[src/sv/ahlf_pkg.sv]
// Shared types and constants for the audio high-pass / limiter / framer core.
// Holds the register map, the controller states, the byte selects and the
// fixed widths of the sample arithmetic. No dependencies.
package ahlf_pkg;

    // APB register map
    localparam int ADDR_W = 5;
    localparam int DATA_W = 32;

    typedef enum logic [2:0] {
        REG_BYPASS         = 3'd0,
        REG_RAW_SHIFT      = 3'd1,
        REG_HPF_COEFF      = 3'd2,
        REG_GAIN           = 3'd3,
        REG_KNEE_THRESHOLD = 3'd4,
        REG_KNEE_SLOPE     = 3'd5,
        REG_FRAME_LEN      = 3'd6
    } reg_index_t;

    // Configuration register widths
    localparam int SHIFT_W = 3;
    localparam int COEFF_W = 16;
    localparam int GAIN_W  = 5;
    localparam int THR_W   = 15;
    localparam int SLOPE_W = 9;
    localparam int FLEN_W  = 9;

    typedef struct packed {
        logic               bypass;
        logic [SHIFT_W-1:0] raw_shift;
        logic [COEFF_W-1:0] hpf_coeff;
        logic [GAIN_W-1:0]  gain;
        logic [THR_W-1:0]   knee_threshold;
        logic [SLOPE_W-1:0] knee_slope;
        logic [FLEN_W-1:0]  frame_len;
    } cfg_t;

    // Reset values
    localparam logic               RST_BYPASS         = 1'b1;
    localparam logic [SHIFT_W-1:0] RST_RAW_SHIFT      = 3'd3;
    localparam logic [COEFF_W-1:0] RST_HPF_COEFF      = 16'd63845;
    localparam logic [GAIN_W-1:0]  RST_GAIN           = 5'd4;
    localparam logic [THR_W-1:0]   RST_KNEE_THRESHOLD = 15'd20000;
    localparam logic [SLOPE_W-1:0] RST_KNEE_SLOPE     = 9'd64;
    localparam logic [FLEN_W-1:0]  RST_FRAME_LEN      = 9'd256;

    // Arithmetic widths
    localparam int FILT_W     = 28;            // filter state, signed Q.12
    localparam int FRAC_SH    = 12;            // Q.12 fraction bits
    localparam int COEFF_SH   = 16;            // Q0.16 coefficient fraction bits
    localparam int GPROD_W    = FILT_W + 6;    // filter state times gain, signed
    localparam int MAG_W      = GPROD_W - 1;   // magnitude of that product
    localparam int KPROD_W    = MAG_W + SLOPE_W;
    localparam int SLOPE_SH   = 8;             // Q8 slope
    localparam int KMAG_W     = MAG_W + 2;
    localparam int Q_W        = KMAG_W - FRAC_SH;
    localparam int PCM_W      = 16;
    localparam int LEN_W      = 16;

    localparam int FILT_MAX_VAL = 134217727;
    localparam int FILT_MIN_VAL = -134217728;
    localparam int PCM_MAX_VAL  = 32767;
    localparam int PCM_MIN_VAL  = -32768;
    localparam int PCM_NEG_MAG  = 32768;
    localparam int RND_HALF_VAL = 32768;

    // Frame header bytes
    localparam logic [7:0] HDR_SYNC0 = 8'h55;
    localparam logic [7:0] HDR_SYNC1 = 8'hAA;
    localparam logic [7:0] HDR_TAG_S = 8'h53;
    localparam logic [7:0] HDR_TAG_1 = 8'h31;

    // Byte slots of one sample's output run
    typedef enum logic [2:0] {
        BYTE_SYNC0  = 3'd0,
        BYTE_SYNC1  = 3'd1,
        BYTE_TAG_S  = 3'd2,
        BYTE_TAG_1  = 3'd3,
        BYTE_LEN_LO = 3'd4,
        BYTE_LEN_HI = 3'd5,
        BYTE_PCM_LO = 3'd6,
        BYTE_PCM_HI = 3'd7
    } byte_sel_t;

    // Controller states
    typedef enum logic [2:0] {
        ST_IDLE,
        ST_SUM,
        ST_FILT,
        ST_GAIN,
        ST_KNEE,
        ST_PACK,
        ST_EMIT
    } ctrl_state_t;

    // Controller to datapath
    typedef struct packed {
        logic      load_sample;
        logic      sum_en;
        logic      filt_en;
        logic      gain_en;
        logic      knee_en;
        logic      pack_en;
        logic      out_load;
        logic      frame_adv;
        byte_sel_t byte_sel;
    } dp_cmd_t;

    // Datapath to controller
    typedef struct packed {
        logic frame_start;
    } dp_sts_t;

endpackage

[src/sv/audio_hpf_limiter_framer_core.sv]
// Audio DC-blocking high-pass filter with soft-knee limiter and byte framer.
// Each accepted ADC sample is centered, then either shifted (raw mode) or run
// through a first-order high-pass, pre-gain and soft knee, and sent as a
// 16-bit word, low byte first; a six-byte header (55 AA 'S' '1' len_lo
// len_hi) opens each frame. The block works on one sample at a time: after
// acceptance the sample passes through the sum, pole-multiply, gain, knee and
// pack registers of the controller-driven datapath, then one byte leaves per
// cycle into the output register unless a downstream stall on m_ready holds
// it; the three dependent multiplies and the single output byte register set
// the pace of each sample. The next sample is accepted while the last byte of
// the previous one is still waiting on m_ready. Registers sit on an APB port
// at byte address 4*index; filter state and frame position persist across
// frames and clear only on reset.
module audio_hpf_limiter_framer_core #(
    parameter int SAMPLE_BITS = 12,
    parameter int FRAME_MAX   = 256
) (
    input  logic                          aclk,
    input  logic                          aresetn,

    input  logic                          psel,
    input  logic                          penable,
    input  logic                          pwrite,
    input  logic [ahlf_pkg::ADDR_W-1:0]   paddr,
    input  logic [ahlf_pkg::DATA_W-1:0]   pwdata,
    output logic [ahlf_pkg::DATA_W-1:0]   prdata,
    output logic                          pready,

    input  logic                          s_valid,
    output logic                          s_ready,
    input  logic [SAMPLE_BITS-1:0]        s_adc_sample,

    output logic                          m_valid,
    input  logic                          m_ready,
    output logic [7:0]                    m_out_byte,
    output logic                          m_run_last,
    output logic                          m_frame_end
);

    ahlf_pkg::cfg_t    cfg;
    ahlf_pkg::dp_cmd_t cmd;
    ahlf_pkg::dp_sts_t sts;

    // Configuration registers
    ahlf_cfg u_cfg (
        .aclk    (aclk),
        .aresetn (aresetn),
        .psel    (psel),
        .penable (penable),
        .pwrite  (pwrite),
        .paddr   (paddr),
        .pwdata  (pwdata),
        .prdata  (prdata),
        .pready  (pready),
        .cfg     (cfg)
    );

    // Sequencer
    ahlf_ctrl u_ctrl (
        .aclk    (aclk),
        .aresetn (aresetn),
        .s_valid (s_valid),
        .s_ready (s_ready),
        .m_valid (m_valid),
        .m_ready (m_ready),
        .sts     (sts),
        .cmd     (cmd)
    );

    // Arithmetic and framing
    ahlf_dp #(
        .SAMPLE_BITS (SAMPLE_BITS),
        .FRAME_MAX   (FRAME_MAX)
    ) u_dp (
        .aclk         (aclk),
        .aresetn      (aresetn),
        .cfg          (cfg),
        .cmd          (cmd),
        .sts          (sts),
        .s_adc_sample (s_adc_sample),
        .m_out_byte   (m_out_byte),
        .m_run_last   (m_run_last),
        .m_frame_end  (m_frame_end)
    );

endmodule

[src/sv/ahlf_cfg.sv]
// APB register file for the audio high-pass / limiter / framer core.
// Holds the seven configuration registers; depends on ahlf_pkg.
module ahlf_cfg (
    input  logic                          aclk,
    input  logic                          aresetn,
    input  logic                          psel,
    input  logic                          penable,
    input  logic                          pwrite,
    input  logic [ahlf_pkg::ADDR_W-1:0]   paddr,
    input  logic [ahlf_pkg::DATA_W-1:0]   pwdata,
    output logic [ahlf_pkg::DATA_W-1:0]   prdata,
    output logic                          pready,
    output ahlf_pkg::cfg_t                cfg
);

    ahlf_pkg::cfg_t cfg_reg;
    logic           wr_en;
    logic [2:0]     reg_idx;

    assign pready  = 1'b1;
    assign wr_en   = psel & penable & pwrite;
    assign reg_idx = paddr[4:2];
    assign cfg     = cfg_reg;

    // Write registers on the access phase
    always_ff @(posedge aclk) begin
        if (!aresetn) begin
            cfg_reg.bypass         <= ahlf_pkg::RST_BYPASS;
            cfg_reg.raw_shift      <= ahlf_pkg::RST_RAW_SHIFT;
            cfg_reg.hpf_coeff      <= ahlf_pkg::RST_HPF_COEFF;
            cfg_reg.gain           <= ahlf_pkg::RST_GAIN;
            cfg_reg.knee_threshold <= ahlf_pkg::RST_KNEE_THRESHOLD;
            cfg_reg.knee_slope     <= ahlf_pkg::RST_KNEE_SLOPE;
            cfg_reg.frame_len      <= ahlf_pkg::RST_FRAME_LEN;
        end else if (wr_en) begin
            case (reg_idx)
                ahlf_pkg::REG_BYPASS:
                    cfg_reg.bypass <= pwdata[0];
                ahlf_pkg::REG_RAW_SHIFT:
                    cfg_reg.raw_shift <= pwdata[ahlf_pkg::SHIFT_W-1:0];
                ahlf_pkg::REG_HPF_COEFF:
                    cfg_reg.hpf_coeff <= pwdata[ahlf_pkg::COEFF_W-1:0];
                ahlf_pkg::REG_GAIN:
                    cfg_reg.gain <= pwdata[ahlf_pkg::GAIN_W-1:0];
                ahlf_pkg::REG_KNEE_THRESHOLD:
                    cfg_reg.knee_threshold <= pwdata[ahlf_pkg::THR_W-1:0];
                ahlf_pkg::REG_KNEE_SLOPE:
                    cfg_reg.knee_slope <= pwdata[ahlf_pkg::SLOPE_W-1:0];
                ahlf_pkg::REG_FRAME_LEN:
                    cfg_reg.frame_len <= pwdata[ahlf_pkg::FLEN_W-1:0];
                default: ;
            endcase
        end
    end

    // Read back
    always_comb begin
        prdata = '0;
        case (reg_idx)
            ahlf_pkg::REG_BYPASS:
                prdata = ahlf_pkg::DATA_W'(cfg_reg.bypass);
            ahlf_pkg::REG_RAW_SHIFT:
                prdata = ahlf_pkg::DATA_W'(cfg_reg.raw_shift);
            ahlf_pkg::REG_HPF_COEFF:
                prdata = ahlf_pkg::DATA_W'(cfg_reg.hpf_coeff);
            ahlf_pkg::REG_GAIN:
                prdata = ahlf_pkg::DATA_W'(cfg_reg.gain);
            ahlf_pkg::REG_KNEE_THRESHOLD:
                prdata = ahlf_pkg::DATA_W'(cfg_reg.knee_threshold);
            ahlf_pkg::REG_KNEE_SLOPE:
                prdata = ahlf_pkg::DATA_W'(cfg_reg.knee_slope);
            ahlf_pkg::REG_FRAME_LEN:
                prdata = ahlf_pkg::DATA_W'(cfg_reg.frame_len);
            default:
                prdata = '0;
        endcase
    end

endmodule

[src/sv/ahlf_ctrl.sv]
// Sequencing controller for the audio high-pass / limiter / framer core.
// Steps one sample through the datapath stages, then emits its byte run;
// depends on ahlf_pkg.
module ahlf_ctrl (
    input  logic              aclk,
    input  logic              aresetn,
    input  logic              s_valid,
    output logic              s_ready,
    output logic              m_valid,
    input  logic              m_ready,
    input  ahlf_pkg::dp_sts_t sts,
    output ahlf_pkg::dp_cmd_t cmd
);

    ahlf_pkg::ctrl_state_t state_reg, state_next;
    ahlf_pkg::byte_sel_t   byte_reg, byte_next;
    logic                  out_valid_reg, out_valid_next;
    logic                  slot_free;

    assign m_valid   = out_valid_reg;
    assign slot_free = !out_valid_reg || m_ready;

    // State, byte slot and output valid registers
    always_ff @(posedge aclk) begin
        if (!aresetn) begin
            state_reg     <= ahlf_pkg::ST_IDLE;
            byte_reg      <= ahlf_pkg::BYTE_SYNC0;
            out_valid_reg <= 1'b0;
        end else begin
            state_reg     <= state_next;
            byte_reg      <= byte_next;
            out_valid_reg <= out_valid_next;
        end
    end

    // Next state and commands
    always_comb begin
        state_next     = state_reg;
        byte_next      = byte_reg;
        out_valid_next = out_valid_reg && !m_ready;
        s_ready        = 1'b0;
        cmd            = '0;
        cmd.byte_sel   = byte_reg;
        case (state_reg)
            ahlf_pkg::ST_IDLE: begin
                s_ready = 1'b1;
                if (s_valid) begin
                    cmd.load_sample = 1'b1;
                    state_next      = ahlf_pkg::ST_SUM;
                end
            end
            ahlf_pkg::ST_SUM: begin
                cmd.sum_en = 1'b1;
                state_next = ahlf_pkg::ST_FILT;
            end
            ahlf_pkg::ST_FILT: begin
                cmd.filt_en = 1'b1;
                state_next  = ahlf_pkg::ST_GAIN;
            end
            ahlf_pkg::ST_GAIN: begin
                cmd.gain_en = 1'b1;
                state_next  = ahlf_pkg::ST_KNEE;
            end
            ahlf_pkg::ST_KNEE: begin
                cmd.knee_en = 1'b1;
                state_next  = ahlf_pkg::ST_PACK;
            end
            ahlf_pkg::ST_PACK: begin
                // Start with the header when this sample opens a frame
                cmd.pack_en = 1'b1;
                byte_next   = sts.frame_start ? ahlf_pkg::BYTE_SYNC0
                                              : ahlf_pkg::BYTE_PCM_LO;
                state_next  = ahlf_pkg::ST_EMIT;
            end
            ahlf_pkg::ST_EMIT: begin
                // Load one byte whenever the output slot frees up
                if (slot_free) begin
                    cmd.out_load   = 1'b1;
                    out_valid_next = 1'b1;
                    if (byte_reg == ahlf_pkg::BYTE_PCM_HI) begin
                        cmd.frame_adv = 1'b1;
                        state_next    = ahlf_pkg::ST_IDLE;
                    end else begin
                        byte_next = ahlf_pkg::byte_sel_t'(byte_reg + 3'd1);
                    end
                end
            end
            default: begin
                state_next = ahlf_pkg::ST_IDLE;
            end
        endcase
    end

endmodule

[src/sv/ahlf_dp.sv]
// Datapath for the audio high-pass / limiter / framer core: bias removal,
// high-pass filter, gain, soft knee, saturation, frame counter and byte mux.
// Depends on ahlf_pkg; driven by ahlf_ctrl commands.
module ahlf_dp #(
    parameter int SAMPLE_BITS = 12,
    parameter int FRAME_MAX   = 256
) (
    input  logic                   aclk,
    input  logic                   aresetn,
    input  ahlf_pkg::cfg_t         cfg,
    input  ahlf_pkg::dp_cmd_t      cmd,
    output ahlf_pkg::dp_sts_t      sts,
    input  logic [SAMPLE_BITS-1:0] s_adc_sample,
    output logic [7:0]             m_out_byte,
    output logic                   m_run_last,
    output logic                   m_frame_end
);

    localparam int XC_W   = SAMPLE_BITS;
    localparam int DIFF_W = XC_W + 1;
    localparam int SUM_W  = ((DIFF_W + ahlf_pkg::FRAC_SH > ahlf_pkg::FILT_W) ?
                             DIFF_W + ahlf_pkg::FRAC_SH : ahlf_pkg::FILT_W) + 1;
    localparam int PROD_W = SUM_W + ahlf_pkg::COEFF_W + 1;
    localparam int YW_W   = PROD_W - ahlf_pkg::COEFF_SH;
    localparam int RAW_W  = SAMPLE_BITS + 8;
    localparam int POS_W  = $clog2(FRAME_MAX + 1);
    localparam int LEN_W  = ahlf_pkg::LEN_W;
    localparam int MAG_W  = ahlf_pkg::MAG_W;
    localparam int KMAG_W = ahlf_pkg::KMAG_W;
    localparam int Q_W    = ahlf_pkg::Q_W;
    localparam int PCM_W  = ahlf_pkg::PCM_W;

    localparam logic signed [PROD_W-1:0] RND_HALF = PROD_W'(ahlf_pkg::RND_HALF_VAL);
    localparam logic signed [YW_W-1:0]   Y_MAX    = YW_W'(ahlf_pkg::FILT_MAX_VAL);
    localparam logic signed [YW_W-1:0]   Y_MIN    = YW_W'(ahlf_pkg::FILT_MIN_VAL);
    localparam logic signed [RAW_W-1:0]  RAW_MAX  = RAW_W'(ahlf_pkg::PCM_MAX_VAL);
    localparam logic signed [RAW_W-1:0]  RAW_MIN  = RAW_W'(ahlf_pkg::PCM_MIN_VAL);
    localparam logic [Q_W-1:0]           Q_POS_MAX = Q_W'(ahlf_pkg::PCM_MAX_VAL);
    localparam logic [Q_W-1:0]           Q_NEG_MAX = Q_W'(ahlf_pkg::PCM_NEG_MAG);
    localparam logic [LEN_W-1:0]         LEN_MAX   = LEN_W'(FRAME_MAX);

    // Stored state and stage registers
    logic        [SAMPLE_BITS-1:0]        sample_reg;
    logic signed [XC_W-1:0]               prev_reg;
    logic signed [ahlf_pkg::FILT_W-1:0]   filter_out_reg;
    logic signed [SUM_W-1:0]              sum_reg;
    logic        [MAG_W-1:0]              mag_reg;
    logic                                 neg_reg;
    logic        [ahlf_pkg::KPROD_W-1:0]  knee_prod_reg;
    logic                                 over_reg;
    logic        [PCM_W-1:0]              pcm_reg;
    logic        [POS_W-1:0]              frame_pos_reg;
    logic        [7:0]                    out_byte_reg;
    logic                                 run_last_reg;
    logic                                 frame_end_reg;

    logic signed [XC_W-1:0]               xc;
    logic signed [DIFF_W-1:0]             diff;
    logic signed [SUM_W-1:0]              sum_next;
    logic signed [PROD_W-1:0]             prod;
    logic signed [PROD_W-1:0]             prod_rnd;
    logic signed [YW_W-1:0]               y_wide;
    logic signed [ahlf_pkg::FILT_W-1:0]   y_sat;
    logic signed [ahlf_pkg::GPROD_W-1:0]  gain_prod;
    logic signed [ahlf_pkg::GPROD_W-1:0]  gain_abs;
    logic        [MAG_W-1:0]              thr;
    logic        [MAG_W-1:0]              excess;
    logic        [KMAG_W-1:0]             kmag;
    logic        [Q_W-1:0]                q;
    logic        [PCM_W-1:0]              filt_pcm;
    logic signed [RAW_W-1:0]              raw_wide;
    logic        [PCM_W-1:0]              raw_pcm;
    logic        [LEN_W-1:0]              len_eff;
    logic                                 fend;
    logic        [7:0]                    byte_mux;

    // Center the sample: flip the top bit to subtract mid-scale
    assign xc   = {~sample_reg[SAMPLE_BITS-1], sample_reg[SAMPLE_BITS-2:0]};
    assign diff = DIFF_W'(xc) - DIFF_W'(prev_reg);

    // Filter input sum, Q.12
    assign sum_next = SUM_W'(filter_out_reg) + (SUM_W'(diff) <<< ahlf_pkg::FRAC_SH);

    // Pole multiply, round to nearest, saturate to filter width
    assign prod     = PROD_W'(sum_reg) * PROD_W'($signed({1'b0, cfg.hpf_coeff}));
    assign prod_rnd = prod + RND_HALF;
    assign y_wide   = prod_rnd[PROD_W-1:ahlf_pkg::COEFF_SH];

    always_comb begin
        if (y_wide > Y_MAX) begin
            y_sat = ahlf_pkg::FILT_W'(Y_MAX);
        end else if (y_wide < Y_MIN) begin
            y_sat = ahlf_pkg::FILT_W'(Y_MIN);
        end else begin
            y_sat = ahlf_pkg::FILT_W'(y_wide);
        end
    end

    // Pre-gain and magnitude
    assign gain_prod = ahlf_pkg::GPROD_W'(filter_out_reg)
                     * ahlf_pkg::GPROD_W'($signed({1'b0, cfg.gain}));
    assign gain_abs  = gain_prod[ahlf_pkg::GPROD_W-1] ? -gain_prod : gain_prod;

    // Knee excess times slope
    assign thr    = MAG_W'({cfg.knee_threshold, {ahlf_pkg::FRAC_SH{1'b0}}});
    assign excess = mag_reg - thr;

    // Apply knee, drop fraction, saturate with sign restored
    assign kmag = over_reg ? KMAG_W'(thr) + KMAG_W'(knee_prod_reg >> ahlf_pkg::SLOPE_SH)
                           : KMAG_W'(mag_reg);
    assign q    = kmag[KMAG_W-1:ahlf_pkg::FRAC_SH];

    always_comb begin
        if (neg_reg) begin
            filt_pcm = (q > Q_NEG_MAX) ? PCM_W'(ahlf_pkg::PCM_MIN_VAL) : PCM_W'(-q);
        end else begin
            filt_pcm = (q > Q_POS_MAX) ? PCM_W'(ahlf_pkg::PCM_MAX_VAL) : PCM_W'(q);
        end
    end

    // Raw path: shift and saturate
    assign raw_wide = RAW_W'(xc) <<< cfg.raw_shift;

    always_comb begin
        if (raw_wide > RAW_MAX) begin
            raw_pcm = PCM_W'(RAW_MAX);
        end else if (raw_wide < RAW_MIN) begin
            raw_pcm = PCM_W'(RAW_MIN);
        end else begin
            raw_pcm = PCM_W'(raw_wide);
        end
    end

    // Effective frame length and end of frame
    always_comb begin
        if (cfg.frame_len == '0) begin
            len_eff = LEN_W'(1);
        end else if (LEN_W'(cfg.frame_len) > LEN_MAX) begin
            len_eff = LEN_MAX;
        end else begin
            len_eff = LEN_W'(cfg.frame_len);
        end
    end

    assign fend = ({1'b0, LEN_W'(frame_pos_reg)} + (LEN_W + 1)'(1)) >= {1'b0, len_eff};
    assign sts.frame_start = (frame_pos_reg == '0);

    // Byte select
    always_comb begin
        case (cmd.byte_sel)
            ahlf_pkg::BYTE_SYNC0:  byte_mux = ahlf_pkg::HDR_SYNC0;
            ahlf_pkg::BYTE_SYNC1:  byte_mux = ahlf_pkg::HDR_SYNC1;
            ahlf_pkg::BYTE_TAG_S:  byte_mux = ahlf_pkg::HDR_TAG_S;
            ahlf_pkg::BYTE_TAG_1:  byte_mux = ahlf_pkg::HDR_TAG_1;
            ahlf_pkg::BYTE_LEN_LO: byte_mux = len_eff[7:0];
            ahlf_pkg::BYTE_LEN_HI: byte_mux = len_eff[15:8];
            ahlf_pkg::BYTE_PCM_LO: byte_mux = pcm_reg[7:0];
            ahlf_pkg::BYTE_PCM_HI: byte_mux = pcm_reg[15:8];
            default:               byte_mux = '0;
        endcase
    end

    // Filter state and frame position
    always_ff @(posedge aclk) begin
        if (!aresetn) begin
            filter_out_reg <= '0;
            prev_reg       <= '0;
            frame_pos_reg  <= '0;
        end else begin
            if (cmd.filt_en && !cfg.bypass) begin
                filter_out_reg <= y_sat;
                prev_reg       <= xc;
            end
            if (cmd.frame_adv) begin
                frame_pos_reg <= fend ? '0 : frame_pos_reg + POS_W'(1);
            end
        end
    end

    // Stage and output payload registers
    always_ff @(posedge aclk) begin
        if (cmd.load_sample) begin
            sample_reg <= s_adc_sample;
        end
        if (cmd.sum_en) begin
            sum_reg <= sum_next;
        end
        if (cmd.gain_en) begin
            neg_reg <= gain_prod[ahlf_pkg::GPROD_W-1];
            mag_reg <= gain_abs[MAG_W-1:0];
        end
        if (cmd.knee_en) begin
            over_reg      <= mag_reg > thr;
            knee_prod_reg <= ahlf_pkg::KPROD_W'(excess) * ahlf_pkg::KPROD_W'(cfg.knee_slope);
        end
        if (cmd.pack_en) begin
            pcm_reg <= cfg.bypass ? raw_pcm : filt_pcm;
        end
        if (cmd.out_load) begin
            out_byte_reg  <= byte_mux;
            run_last_reg  <= (cmd.byte_sel == ahlf_pkg::BYTE_PCM_HI);
            frame_end_reg <= (cmd.byte_sel == ahlf_pkg::BYTE_PCM_HI) && fend;
        end
    end

    assign m_out_byte  = out_byte_reg;
    assign m_run_last  = run_last_reg;
    assign m_frame_end = frame_end_reg;

endmodule
[config.mk]
export PLATFORM = sky130hd
export DESIGN_NAME = audio_hpf_limiter_framer_core
export DESIGN_NICKNAME = d
export VERILOG_FILES = /design/src/sv/ahlf_pkg.sv /design/src/sv/audio_hpf_limiter_framer_core.sv /design/src/sv/ahlf_cfg.sv /design/src/sv/ahlf_ctrl.sv /design/src/sv/ahlf_dp.sv
export SDC_FILE = /design/constraint.sdc
export NUM_CORES = 2
export LEC_CHECK = 0
export BUFFER_PORTS_ARGS = -buffer_cell sky130_fd_sc_hd__buf_4
export CAP_MARGIN = 0
export CORE_MARGIN = 2
export CORE_UTILIZATION = 38
export DETAILED_ROUTE_END_ITERATION = 10
export HOLD_SLACK_MARGIN = 0.08
export PLACE_DENSITY = 0.5
export SLEW_MARGIN = 15
export SYNTH_ARGS = -nofsm -noshare
export SYNTH_HDL_FRONTEND = slang
export SYNTH_SLANG_ARGS = --single-unit
[constraint.sdc]
create_clock -name aclk -period 9.3 [get_ports aclk]
set_input_delay 0.465 -clock aclk [delete_from_list [all_inputs] [get_ports aclk]]
set_output_delay 0.465 -clock aclk [all_outputs]
set_load 0.05 [all_outputs]
Word-level counts from Yosys, hierarchy flattened
Cells that the tools add are included.
{ "word_totals": {"inputBits": 56, "register_bits": 258, "out_inout_bits": 45} }
{ "op_classes": {"n_mux": 36, "bitwise_logic": 3, "eq_ne": 23, "mul": 3, "n_lt_le_gt_ge": 9, "n_reduce_logical": 22, "add_sub_neg": 10, "n_shift": 1} }
{ "op_table": {"columns": ["operator", "count"], "rows": [
  ["2-to-1 mux 16 bit", 7],
  ["case mux 16 bit (7 select lines)", 1],
  ["case mux 8 bit (8 select lines)", 1],
  ["2-to-1 mux 28 bit", 2],
  ["adder 46 x 17 -> 46 bit (second input constant)", 1],
  ["multiplier 29 x 17 -> 46 bit", 1],
  ["multiplier 33 x 9 -> 42 bit", 1],
  ["adder 27 x 34 -> 35 bit", 1],
  ["2-to-1 mux 35 bit", 1],
  ["multiplier 28 x 6 -> 34 bit", 1],
  ["> comparator 33 x 27 -> 1 bit", 1],
  ["2-to-1 mux 33 bit", 1],
  ["negation 33 bit", 1],
  ["subtractor 33 x 27 -> 33 bit", 1],
  ["equality test 3 bit (second input constant)", 10],
  ["> comparator 30 x 28 -> 1 bit (second input constant)", 1],
  ["< comparator 30 x 28 -> 1 bit (second input constant)", 1],
  ["adder 28 x 25 -> 29 bit", 1],
  ["> comparator 23 x 15 -> 1 bit (second input constant)", 1],
  ["> comparator 23 x 16 -> 1 bit (second input constant)", 1],
  ["case mux 3 bit (7 select lines)", 1],
  ["> comparator 20 x 16 -> 1 bit (second input constant)", 1],
  ["< comparator 20 x 16 -> 1 bit (second input constant)", 1],
  ["<<< shifter 12 x 3 -> 20 bit", 1],
  ["26 further kinds", 67]
]} }

Logic depth before layout (Yosys ltp)
{ "logic_depth": {"word_depth": 6, "depth_mapped": 32, "mapped_depth_nobuf": 32} }

Modules after synthesis
A second synthesis with hierarchy kept.
{ "unflattened": {"hier_cells": 4961, "area_unflattened_um2": 44253.7} }
{ "modules_own_cells": {"columns": ["mod", "n_inst", "area_each_um2", "cells_per_inst"], "rows": [
  ["ahlf_dp", 1, 40911.7, 4589],
  ["ahlf_cfg", 1, 2892.8, 319],
  ["ahlf_ctrl", 1, 449.2, 53]
]} }

Worst setup path before layout
No wires, ideal clock.
{ "synth_timing": {"path_kind": "reg-to-reg", "from": "reg u_dp.mag_reg[12]", "to": "reg u_dp.knee_prod_reg[41] (netlist bit) (data pin)", "stages_incl_launch_ff": 33, "arrival_time_ns": 6.966, "t_required_ns": 9.040, "path_buffers": 0, "setup_slack_ns": 2.075, "period_less_slack_ns": 7.225, "setup_ns": 0.260, "cell_sequence": "edfxtp_1 > inv_1 > ha_1 > inv_1 > fa_1 > a21o_1 > a21o_1 > a21o_1 > a21oi_1 > o21ai_0 > a21oi_1 > o21ai_0 > a21o_1 > a21oi_1 > xnor2_1 > nand2_1 > fa_1 > inv_1 > fa_1 > inv_1 > fa_1 > inv_1 > fa_1 > ha_1 > a21o_1 > a21o_1 > a21oi_1 > o21ai_0 > a22oi_1 > a21oi_1 > o41ai_1 > o21ba_2 > xnor2_1"} }
{ "synth_via": {"elab_chain_len": 2} }
{ "synth_lines": {"columns": ["element", "line", "rtl"], "rows": [
  ["start: declaration", "ahlf_dp.sv:47", "logic [MAG_W-1:0] mag_reg;"],
  ["start signal: assignment", "ahlf_dp.sv:190", "mag_reg <= gain_abs[MAG_W-1:0];"],
  ["subtractor 33 x 27 -> 33 bit", "ahlf_dp.sv:106", "assign excess = mag_reg - thr;"],
  ["multiplier 33 x 9 -> 42 bit", "ahlf_dp.sv:194", "knee_prod_reg <= ahlf_pkg::KPROD_W'(excess) * ahlf_pkg::KPROD_W'(cfg.knee_slope);"],
  ["end signal: assignment", "ahlf_dp.sv:194", null],
  ["end: declaration", "ahlf_dp.sv:49", "logic [ahlf_pkg::KPROD_W-1:0] knee_prod_reg;"]
]} }
No other way between the ends.
A chain may end at the register's enable or synchronous reset.

Worst setup path after layout
{ "layout_timing": {"from": "reg u_cfg.cfg_reg, in the netlist u_cfg.cfg[48]", "to": "reg u_dp.filter_out_reg[1] (netlist bit)"} }
{ "layout_via": {"elab_chain_len": 5} }
{ "layout_lines": {"columns": ["element", "line", "rtl"], "rows": [
  ["start: declaration", "ahlf_cfg.sv:16", "ahlf_pkg::cfg_t cfg_reg;"],
  ["multiplier 29 x 17 -> 46 bit *", "ahlf_dp.sv:85", "assign prod = PROD_W'(sum_reg) * PROD_W'($signed({1'b0, cfg.hpf_coeff}));"],
  ["adder 46 x 17 -> 46 bit *", "ahlf_dp.sv:86", "assign prod_rnd = prod + RND_HALF;"],
  ["< comparator 30 x 28 -> 1 bit", "ahlf_dp.sv:92", "end else if (y_wide < Y_MIN) begin"],
  ["2-to-1 mux 28 bit", "ahlf_dp.sv:92", null],
  ["2-to-1 mux 28 bit *", "ahlf_dp.sv:90", "if (y_wide > Y_MAX) begin"],
  ["end signal: assignment", "ahlf_dp.sv:171", "filter_out_reg <= y_sat;"],
  ["end: declaration", "ahlf_dp.sv:45", "logic signed [ahlf_pkg::FILT_W-1:0] filter_out_reg;"]
]} }
Every way passes the cells marked *; elsewhere a longest branch is shown, timed or not.

==> impl_metrics.tcl <==
set metrics [dict create \
    setup_viol 0 \
    yosysTopAreaCell "fa_1" \
    critPathKind "reg2reg" \
    synth_flop_cell "edfxtp_1" \
    maxSlewViolCount 0 \
    cts_tree "yes" \
    holdPathEnd "u_cfg.cfg[49]$_SDFFE_PN1P_" \
    grt_max_degree 51 \
    yosys_warnings 0 \
    chipHeight_um 344.9 \
    hp-start "pwdata[11]" \
    worstSkewPairLatency_ns 0.59 \
    final_cell_area_mm2 0.04716 \
    die_w_um 344.9 \
    grt_usage_pct 21.42 \
    worstHoldPathCells 3 \
    synth_cell_types 99 \
    layout-drive-gt1-share_pct 5.554 \
    synth_edf_count 124 \
    root_buffer "clkbuf_16" \
    dp_hpwl_um 98110 \
    postPlaceCellArea_mm2 0.04619 \
    die_area_mm2 0.1190 \
    grt_pass1_vias 34041 \
    ys_async_sr_fraction_pct 0 \
    fin_setup_tns_ns 0 \
    rr_worst_depth 23 \
    whs_ns 0.1330 \
    synth_seq_area_share_pct 13.60 \
    grt_pass1_wl_um 197700 \
    cap_violations 0 \
    outcome "finished, final reports clean" \
    grt_overflow 0 \
    fillers 11745 \
    dr_total_vias 32822 \
    power.total_mw 14.73 \
    fmax_mhz 119.3 \
    timing.rr.end "u_dp.filter_out_reg[1]$_SDFFE_PN0P_" \
    worst-path-max-fanout 27 \
    finalCriticalPeriod_ns 8.386 \
    fin_crit_sh_pct 90.17 \
    io_pins 101 \
    io_buffers 65 \
    ir_drop_uv 558.5 \
    rsz0062_at_grt "no" \
    synth_area_mm2 0.04417 \
    reg2reg_from "u_cfg.cfg[48]$_SDFFE_PN0P_" \
    rrSetupSlack_ns 0.91 \
    largest_reg_flops 58 \
    clkSinkCount 238 \
    hold_class "in2reg" \
    cts_buffer_depth 3 \
    p_leak_nw 22.61 \
    synth_top_cell_area_share_pct 34.08 \
    gp_congestion 0.8991 \
    vias_per_cell 5.096 \
    critical_path_arrival_ns 8.90 \
    syn_area_per_cell_um2 8.941 \
    post_cts_resized 0 \
    finalNetCount 6038 \
    num_rows 125 \
    slew-limit-headroom_pct 23.06 \
    synthToLayoutAreaGrowth_pct 6.779 \
    clk_pin_slew_ns 0.07 \
    start_util_pct 38.16 \
    synthesis.instances 4940 \
    synth-seq-cells 238 \
    worst_pin_slew_ns 1.152 \
    drc 0 \
    hold_violations 0 \
    synth_area_leaders "fa_1 (34%), ha_1 (9.5%), edfxtp_1 (8.4%)" \
    cts_buffers 25 \
    required_ns 9.81 \
    ant_nets 0 \
    wire_per_inst_um 19.15 \
    final_core_utilization_pct 40.75 \
    antenna_found_initial 6 \
    power_density_mw_per_mm2 312.2 \
    coreArea_mm2 0.1157 \
    startpoint_type "register" \
    dr.first_iter.drc_count 2107 \
    finClkSkew_ns 0.02272 \
    cp-end-kind "register" \
    routed_wl_um 123400 \
    h-tree-depth 1 \
    drt_first_pass_iters 6 \
]
-- layout make-up --
type / instances / area, µm² / share of cell area [%]
antenna: 2 / 5.005 / 0.01061
clock buffer: 32 / 714.4 / 1.515
clock inverter: 14 / 122.6 / 0.2600
inverter: 973 / 3652 / 7.744
multi-input combinational: 3512 / 33620 / 71.29
sequential: 238 / 6011 / 12.74
tap: 1524 / 1907 / 4.043
timing repair buffer: 146 / 1129 / 2.393
-- layout by cell type (no fill, tap or decap), types with 110 or more instances in the layout --
| cell | netlist | final |
|---|---|---|
| inv_1 | 971 | 970 |
| fa_1 | 752 | 752 |
| nand2_1 | 639 | 639 |
| and2_1 | 485 | 485 |
| ha_1 | 334 | 334 |
| a21oi_1 | 162 | 162 |
| buf_4 | 21 | 133 |
| nor2_1 | 127 | 127 |
| edfxtp_1 | 124 | 124 |
| xnor2_1 | 115 | 114 |
| o21ai_0 | 112 | 112 |
| dfxtp_1 | 114 | 110 |
-- report_power, final --
part / switching, mW / internal, mW
Combinational: 7.42 / 5.02
Clock: 0.468 / 0.577
Sequential: 0.0956 / 1.14
-- synthesized netlist by cell type (29+ instances only) --
master    instances
a21o_1           67
a21oi_1         162
and2_1          485
clkbuf_1        195
dfxtp_1         114
edfxtp_1        124
fa_1            752
ha_1            334
inv_1           971
mux2i_1          54
nand2_1         639
nand2b_1         41
nand3_1          62
nor2_1          127
nor2b_1          42
nor3_1           44
o21ai_0         112
o221a_2          29
xnor2_1         115
xor2_1           49
-- timing repair --
item / CTS / global route
buffers inserted: 0 / 0
endpoints found under the hold margin: 13 / 0
hold buffers: 13 / 0
-- stage by stage --
| stage | setup slack, ns | cells |
|---|---|---|
| floorplan | 2.075 | 4955 |
| global placement | 0.9430 | 6380 |
| detailed placement | 0.9510 | 6380 |
| CTS | 0.9186 | 6439 |
| global route | 0.3958 | 6439 |
| finish | 0.9145 | 6441 |
-- worst max path at each step --
stage	start	to	slack, ns	depth (start not counted)
floorplan	u_dp.mag_reg[12]$_DFFE_PP_	u_dp.knee_prod_reg[41]$_DFFE_PP_	2.07	32
global placement	u_dp.mag_reg[12]$_DFFE_PP_	u_dp.knee_prod_reg[41]$_DFFE_PP_	0.94	32
detailed placement	u_cfg.cfg[18]$_SDFFE_PN0P_	u_dp.knee_prod_reg[41]$_DFFE_PP_	0.95	31
CTS	u_cfg.cfg[44]$_SDFFE_PN1P_	u_dp.filter_out_reg[19]$_SDFFE_PN0P_	0.92	24
global route	u_dp.mag_reg[12]$_DFFE_PP_	u_dp.knee_prod_reg[41]$_DFFE_PP_	0.40	32
finish	u_cfg.cfg[48]$_SDFFE_PN0P_	u_dp.filter_out_reg[1]$_SDFFE_PN0P_	0.91	23
-- worst max-delay path: stages (launching register included) --
cell,delay [ns]
dfxtp_1,0.89
buf_4,0.42
nand2_1,0.13
fa_1,0.58
inv_1,0.06
fa_1,0.52
fa_1,0.44
fa_1,0.52
fa_1,0.55
inv_1,0.07
fa_1,0.56
inv_1,0.05
ha_1,0.35
nand2_1,0.11
o21ai_0,0.13
o41ai_1,0.43
a31oi_1,0.27
a2111oi_4,0.43
nor4b_1,0.13
o21a_1,0.24
nor2_1,0.11
xor2_1,0.34
a2bb2oi_4,0.62
o221a_2,0.32
-- cell families (layout without fill, tap and decap cells) --
logic type | after synthesis | count (layout) | share of synthesized area, %
AOI/OAI and AO/OA | 617 | 617 | 9.855
DFF | 238 | 238 | 13.60
adders and majority gates | 1086 | 1086 | 43.54
other | 2 | 19 | 0.01700
and+or+nand+nor | 1564 | 1564 | 17.76
muxes | 64 | 64 | 1.479
buffers and inverters | 1205 | 1165 | 10.49
xor gates and xnor gates | 164 | 164 | 3.252
-- routing by layer --
metal	share of wire [%]	wire, µm	vias up	global-route usage [%]
met5	0.028	34	-	0
met4	1.4	1773	6	3.003
met3	4.8	5867	107	2.254
met2	46	56750	670	34.93
met1	48	58930	16701	31.34
li1	-	-	15338	-
No activity file was read; power rests on OpenSTA's default activity.
